`config.mk`:
```
export PLATFORM = sky130hd
export DESIGN_NAME = tcce_ctrl
export DESIGN_NICKNAME = d
export VERILOG_FILES = /design/src/tcce_pkg.sv /design/src/tcce_ctrl.sv
export SDC_FILE = /design/constraint.sdc
export NUM_CORES = 1
export LEC_CHECK = 0
export ABC_AREA = 1
export BUFFER_PORTS_ARGS = -buffer_cell sky130_fd_sc_hd__buf_2
export CAP_MARGIN = 20
export CORE_MARGIN = 10
export CORE_UTILIZATION = 52
export CTS_CLUSTER_DIAMETER = 60
export CTS_CLUSTER_SIZE = 10
export DETAILED_ROUTE_END_ITERATION = 8
export PLACE_DENSITY = 0.76
export SKIP_CTS_REPAIR_TIMING = 1
export SLEW_MARGIN = 20
export SYNTH_ARGS = -nofsm -noshare
export SYNTH_HDL_FRONTEND = slang
export SYNTH_SLANG_ARGS = --single-unit
```
`constraint.sdc`:
```
create_clock -name i_clk -period 1.9 [get_ports i_clk]
set_input_delay 0.57 -clock i_clk [delete_from_list [all_inputs] [get_ports i_clk]]
set_output_delay 0.57 -clock i_clk [all_outputs]
set_load 0.05 [all_outputs]
```
`src/tcce_pkg.sv`:
```
// Shared constants, types and helpers for the text console character engine.
`default_nettype none

package tcce_pkg;

    // Screen geometry
    localparam int COLUMNS = 80;
    localparam int ROWS    = 25;
    localparam int CELLS   = ROWS * COLUMNS;

    localparam int ROW_W   = $clog2(ROWS);
    localparam int COL_W   = $clog2(COLUMNS);
    localparam int CELL_AW = $clog2(CELLS);

    // Fixed field widths
    localparam int KIND_W  = 2;
    localparam int CHAR_W  = 8;
    localparam int ATTR_W  = 8;
    localparam int POS_W   = 11;
    localparam int CELL_W  = 16;

    localparam int IN_TDATA_W  = 24;  // char_code, cell_index, pad
    localparam int OUT_TDATA_W = 40;  // serial_byte, cursor_pos, cell_value, pad

    // Item kinds
    localparam logic [KIND_W-1:0] KIND_PUT   = 2'd0;
    localparam logic [KIND_W-1:0] KIND_CLEAR = 2'd1;
    localparam logic [KIND_W-1:0] KIND_READ  = 2'd2;

    // Character codes
    localparam logic [CHAR_W-1:0] CH_NEWLINE   = 8'd10;
    localparam logic [CHAR_W-1:0] CH_BACKSPACE = 8'd8;
    localparam logic [CHAR_W-1:0] CH_RETURN    = 8'd13;
    localparam logic [CHAR_W-1:0] CH_SPACE     = 8'd32;

    localparam logic [ATTR_W-1:0] RESET_ATTR = 8'h07;
    localparam logic [CELL_W-1:0] RESET_CELL = {RESET_ATTR, CH_SPACE};

    // Datapath operations issued by the controller, one per cycle
    typedef enum logic [3:0] {
        OP_NOP       = 4'd0,
        OP_INIT      = 4'd1,
        OP_CLR       = 4'd2,
        OP_PUT       = 4'd3,
        OP_SCRL_RD   = 4'd4,
        OP_SCRL_WR   = 4'd5,
        OP_BLANK     = 4'd6,
        OP_CELL_RD   = 4'd7,
        OP_EMIT_MAIN = 4'd8,
        OP_EMIT_CR   = 4'd9
    } t_dp_op;

    typedef struct packed {
        logic   load;  // capture the input item
        t_dp_op op;
    } t_cmd;

    typedef struct packed {
        logic at_end;       // sweep address on the last cell
        logic at_move_end;  // sweep address on the last cell that scroll moves
        logic put_scroll;   // the pending put leaves the bottom row
        logic nl_put;       // the held item is a newline put
        logic out_free;     // output register can take a result
    } t_sts;

    function automatic logic [CELL_AW-1:0] cell_addr(input logic [ROW_W-1:0] row,
                                                     input logic [COL_W-1:0] col);
        return CELL_AW'(row) * CELL_AW'(COLUMNS) + CELL_AW'(col);
    endfunction

endpackage

`default_nettype wire

```
`src/tcce_ctrl.sv`:
```
// Controller state machine for the text console character engine.
`default_nettype none

module tcce_ctrl (
    input  wire logic                         i_clk,
    input  wire logic                         i_rst_n,
    input  wire logic                         i_valid,
    input  wire logic [tcce_pkg::KIND_W-1:0]  i_kind,
    output logic                              o_ready,
    input  wire tcce_pkg::t_sts               i_sts,
    output tcce_pkg::t_cmd                    o_cmd
);
    import tcce_pkg::*;

    typedef enum logic [9:0] {
        S_INIT    = 10'b00_0000_0001,
        S_IDLE    = 10'b00_0000_0010,
        S_PUT     = 10'b00_0000_0100,
        S_SCRL_RD = 10'b00_0000_1000,
        S_SCRL_WR = 10'b00_0001_0000,
        S_BLANK   = 10'b00_0010_0000,
        S_CLEAR   = 10'b00_0100_0000,
        S_READ    = 10'b00_1000_0000,
        S_EMIT    = 10'b01_0000_0000,
        S_EMIT_CR = 10'b10_0000_0000
    } t_state;

    t_state r_state, n_state;
    logic   accept;

    assign o_ready = (r_state == S_IDLE);
    assign accept  = o_ready && i_valid;

    always_comb begin
        n_state    = r_state;
        o_cmd.load = 1'b0;
        o_cmd.op   = OP_NOP;
        unique case (r_state)
            S_INIT: begin
                o_cmd.op = OP_INIT;
                if (i_sts.at_end) n_state = S_IDLE;
            end
            S_IDLE: begin
                if (accept) begin
                    o_cmd.load = 1'b1;
                    case (i_kind)
                        KIND_PUT:   n_state = S_PUT;
                        KIND_CLEAR: n_state = S_CLEAR;
                        KIND_READ:  n_state = S_READ;
                        default:    n_state = S_EMIT;
                    endcase
                end
            end
            S_PUT: begin
                o_cmd.op = OP_PUT;
                n_state  = i_sts.put_scroll ? S_SCRL_RD : S_EMIT;
            end
            S_SCRL_RD: begin
                o_cmd.op = OP_SCRL_RD;
                n_state  = S_SCRL_WR;
            end
            S_SCRL_WR: begin
                o_cmd.op = OP_SCRL_WR;
                n_state  = i_sts.at_move_end ? S_BLANK : S_SCRL_RD;
            end
            S_BLANK: begin
                o_cmd.op = OP_BLANK;
                if (i_sts.at_end) n_state = S_EMIT;
            end
            S_CLEAR: begin
                o_cmd.op = OP_CLR;
                if (i_sts.at_end) n_state = S_EMIT;
            end
            S_READ: begin
                o_cmd.op = OP_CELL_RD;
                n_state  = S_EMIT;
            end
            S_EMIT: begin
                if (i_sts.out_free) begin
                    o_cmd.op = OP_EMIT_MAIN;
                    n_state  = i_sts.nl_put ? S_EMIT_CR : S_IDLE;
                end
            end
            S_EMIT_CR: begin
                if (i_sts.out_free) begin
                    o_cmd.op = OP_EMIT_CR;
                    n_state  = S_IDLE;
                end
            end
            default: n_state = S_INIT;
        endcase
    end

    always_ff @(posedge i_clk) begin
        if (!i_rst_n) begin
            r_state <= S_INIT;
        end else begin
            r_state <= n_state;
        end
    end

endmodule

`default_nettype wire

```
==> results of run 1 <==
==> cell type report <==
type                            count  area, um^2
Clock buffer                        4        36.3
Sequential cell                    10         210
Tap cell                           15        18.8
Multi-Input combinational cell     92         596
Timing Repair Buffer               26         199
Inverter                           20        75.1
Fill cell                          91         215
==> synth_stat cells, drive strengths merged <==
| master | instances |
|---|---|
| nand2 | 33 |
| nor2 | 24 |
| inv | 20 |
| nand3 | 13 |
| dfxtp | 10 |
| a21oi | 7 |
| nand4 | 4 |
| nor3 | 4 |
| o21ai | 2 |
| or2 | 2 |
| nor3b | 1 |
| o211ai | 1 |
| o21bai | 1 |
==> critical path, stage by stage, from the launching register on <==
cell,delay (ps)
dfxtp_2,350
nor2_4,180
nand2_4,110
nor3_4,170
inv_2,90
nand4_1,120
o21bai_2,150
buf_6,180
==> power groups by stage <==
stage / clock network (mW) / logic (mW) / registers, mW
detailed placement: 0 / 0.577 / 0.264
floorplan: 0 / 0.435 / 0.262
global route: 0.216 / 0.776 / 0.272
CTS: 0.201 / 0.581 / 0.260
finish: 0.205 / 0.734 / 0.270
global placement: 0 / 0.568 / 0.264
==> metrics by stage <==
stage          total power [mW]  utilization  setup slack, ps
3_5_place_dp              0.842        0.685            -49.6
2_1_floorplan             0.697            -             30.0
4_1_cts                    1.04        0.712             -383
6_report                   1.21        0.841             -317
3_3_place_gp              0.831        0.685             9.21
5_1_grt                    1.26        0.841             -333
==> routing by layer <==
metal  vias up  GRT usage
met2        71      0.206
met3        23     0.0343
met5         -          0
li1        445          -
met1       457      0.146
met4         0     0.0721
==> cells by family (layout without fill, tap and decap cells) <==
kind of cell           after synthesis  count (layout)
AOI/OAI and AO/OA                   11              11
buffers and inverters               20              50
DFF                                 10              10
and+or+nand+nor                     81              81
==> worst max-delay path by stage <==
| stage | cells after the start | endpoint | from | slack (ps) |
|---|---|---|---|---|
| 2_1_floorplan | 5 | o_cmd[3] | r_state[6] | 30 |
| 3_3_place_gp | 7 | o_cmd[0] | r_state[9] | 9 |
| 3_5_place_dp | 7 | o_cmd[0] | r_state[9] | -50 |
| 4_1_cts | 7 | o_cmd[0] | r_state[9] | -380 |
| 5_1_grt | 7 | o_cmd[0] | r_state[1] | -330 |
| 6_report | 7 | o_cmd[0] | r_state[1] | -320 |
==> metrics.yaml, run 1 <==
status: "finished with violations"
violations: "negative setup slack"
largest_register: "r_state"
top_layer: "met4"
wirelength_mm: 2.97
drt_iter0_drc: 129
clk_pin_slew_ps: 80
fin_setup_tns_ps: -1010
synth_area_leaders: "dfxtp_1 (26%), nand2_1 (12%), nor2_1 (9.2%)"
dpl.hpwl_mm: 1.72
seq_power_share: 0.223
final_cells: 167
crit_required_ps: 1330
synth-simple-area-share: 0.537
avgSynthCellArea_um2: 6.36
cp-end-kind: "primary output"
power_switching_uw: 581
dr_total_vias: 996
final_common_cell: "nand2_1"
antenna_found_initial: 0
period_share: 1.17
hold_violations: 0
grt-ovfl-total: 0
mostFrequentLayoutCells: "nand2_1 (21), inv_1 (15), nor2_1 (11), buf_4 (11)"
holdCritPathClass: "input pin to flop"
portBuffers: 15
syn-num-nets: 132
max-slew-margin-rel: 0.761
wl_met1_mm: 1.06
design_area_um2: 1130
diodes: 0
ir_drop_mv: 0.822
cts_tree: "yes"
rsz0062_at_grt: "yes"
r2r_end: "r_state[8]"
cts_buffer_depth: 2
grtUsageTotal: 0.127
r2r_start: "r_state[3]"
setup_violations: 6
dieArea_um2: 3440
cts_root_buffer: "clkbuf_4"
grt_first_pass_wirelength_mm: 3.48
die_width_um: 58.6
fmax_ghz: 0.451
worst-path-max-fanout: 5
route.met2.wl_mm: 1.44
reg2reg_depth: 11
drv_cap: 0
r2r_setup_slack_ps: 130
worstSetupPathType: "flop to primary output"
grt_max_degree: 10
ant_nets: 0
drv_slew: 0
synth_largest_area_cell: "dfxtp_1"
start_kind: "flop"
largest_reg_flops: 10
dieHeight_um: 58.6
min_path_cells: 2
synth_cell_types: 23
clkSinkCount: 10
route.met3.wl_um: 293
drc: 0
cp_data_arrival_time_ps: 1650
setup_slack_ps: -317
fin_crit_ps: 2220
dr.pass1.iters: 4
switching_share: 0.480
cts_made_buffers: 3
dp_cells: 158
whs_endpoint: "r_state[0]"
finClkSkew_ps: 7.45
yosys.area.top_type_share: 0.258
synth-xor-area-share: 0
viasPerCell: 5.96
ys_seq_area_frac: 0.258
rows: 13
synth_seq_cells: 10
final_nets: 163
insertion_delay_ps: 280
initial_core_util: 0.575
layout-drive-gt1-share: 0.526
synth_top_family_by_area: "simple AND/OR/NAND/NOR gates"
wire_per_inst_um: 17.8
synth_compound_area_frac: 0.108
p_per_area_nw_per_um2: 1070
area_growth_pct: 46.3
max_slew.worst_pin.slew_ps: 357
clkPwrFrac: 0.170
place_area_um2: 925
combPwrFrac: 0.607
netlist_instances: 122
worst_hold_slack_ps: 532
synth.area.mux_share: 0
core-area_um2: 1350
p_int_uw: 628
power.leakage_nw: 0.605
synth_fa_ha_area_frac: 0
synth_warnings: 0
grt_pass1_vias: 809
reg.largest.list: "r_state: 10 flops"
min_from: "i_rst_n"
gp_congestion: 0.882
h-tree-depth: 1
synth.cell_area_um2: 776
boundaryPins: 16
Power figures use the tool's default switching activity.
==> run 2, diff against run 1 <==
--- a/config.mk
+++ b/config.mk
@@ -9,11 +9,12 @@
 export BUFFER_PORTS_ARGS = -buffer_cell sky130_fd_sc_hd__buf_2
 export CAP_MARGIN = 20
 export CORE_MARGIN = 10
-export CORE_UTILIZATION = 52
+export CORE_UTILIZATION = 45
 export CTS_CLUSTER_DIAMETER = 60
 export CTS_CLUSTER_SIZE = 10
 export DETAILED_ROUTE_END_ITERATION = 8
-export PLACE_DENSITY = 0.76
+export PLACE_DENSITY = 0.68
+export RECOVER_POWER = 25
 export SKIP_CTS_REPAIR_TIMING = 1
 export SLEW_MARGIN = 20
 export SYNTH_ARGS = -nofsm -noshare
==> metrics.yaml, run 2 (synthesized netlist as in run 1, its figures left out) <==
ant_nets: 0
ir_drop_mv: 0.589
worstSetupPathType: "flop to primary output"
insertion_delay_ps: 280
r2r_start: "r_state[2]"
drv_slew: 0
holdCritPathClass: "flop to flop"
clkSinkCount: 10
rsz0062_at_grt: "yes"
cp_data_arrival_time_ps: 1510
portBuffers: 15
initial_core_util: 0.492
period_share: 1.09
cts_tree: "yes"
mostFrequentLayoutCells: "nand2_1 (21), inv_1 (15), buf_4 (12), nor2_1 (11), nand3_1 (10)"
cp-end-kind: "primary output"
rows: 14
fin_setup_tns_ps: -753
die_width_um: 61.5
power.leakage_nw: 0.584
status: "finished with violations"
hold_violations: 0
setup_violations: 6
violations: "negative setup slack"
cts_made_buffers: 3
worst_hold_slack_ps: 522
grt-ovfl-total: 0
place_ws_ps: -39.3
h-tree-depth: 1
p_total_mw: 1.20
viasPerCell: 5.40
final_nets: 166
drc: 0
cts_root_buffer: "clkbuf_4"
fillers: 126
startpoint: "r_state[1]"
gp_congestion: 0.905
ff_latch_area_um2: 208
drt_iter0_drc: 26
worst-path-max-fanout: 5
max_slew.worst_pin.slew_ps: 261
cts_buffer_depth: 2
largest_reg_flops: 10
grt_first_pass_wirelength_mm: 3.39
dr_total_vias: 924
grt_pass1_vias: 793
start_kind: "flop"
clk_pin_slew_ps: 70
largest_register: "r_state"
dieArea_um2: 3780
diodes: 0
final_cells: 171
grt_max_degree: 10
design_area_um2: 1170
dpl.hpwl_mm: 1.75
crit_required_ps: 1330
reg.largest.list: "r_state: 10 flops"
core-area_um2: 1580
dieHeight_um: 61.5
dr.pass1.iters: 4
max-slew-margin-rel: 0.825
boundaryPins: 16
p_per_area_nw_per_um2: 1020
drv_cap: 0
fin_util: 0.744
final_common_cell: "nand2_1"
area_growth_pct: 51.1
setup_slack_ps: -176
multiInputGateArea_um2: 593
dp_cells: 161
fmax_ghz: 0.482
min_from: "r_state[5]"
grtUsageTotal: 0.119
wire_per_inst_um: 13.9
finClkSkew_ps: 5.26
fin_crit_ps: 2080
place_area_um2: 941
wirelength_mm: 2.38
antenna_found_initial: 0
layout-drive-gt1-share: 0.503
run 2: cell types whose count changed in the layout (fill, tap and decap cells not counted), sizes merged:
cell,before,now
buf,26,29
run 2: final cells by class:
cell class,count,share of cell area
timing repair buffer,29,0.199
clock buffer,4,0.0309
tap,16,0.0171
inverter,20,0.0704
sequential,10,0.177
multi-input combinational,92,0.506
run 2: critical path, cell delays in order (launching register included):
cell,delay [ps]
dfxtp_4,350
nor2_4,160
nand2_4,110
nor2_2,130
nand2_2,70
nand2_1,90
nor2_2,50
nand2_1,100
buf_6,170
run 2: final timing paths:
path	cells after the start	slack [ps]	endpoint
worst min register to register	2	520	r_state[5]
worst max register to register	13	220	r_state[8]
worst min-delay path	2	520	r_state[5]
worst max-delay path	8	-180	o_cmd[1]
run 2: report_power, final:
group,switching (mW),internal (mW)
registers,0.0264,0.241
logic,0.439,0.290
clock network,0.0836,0.117
run 2: metal layers:
metal,share of wire,GRT usage
met4,0.015,0.0478
met1,0.43,0.141
met5,0,0
met2,0.50,0.198
met3,0.051,0.0309
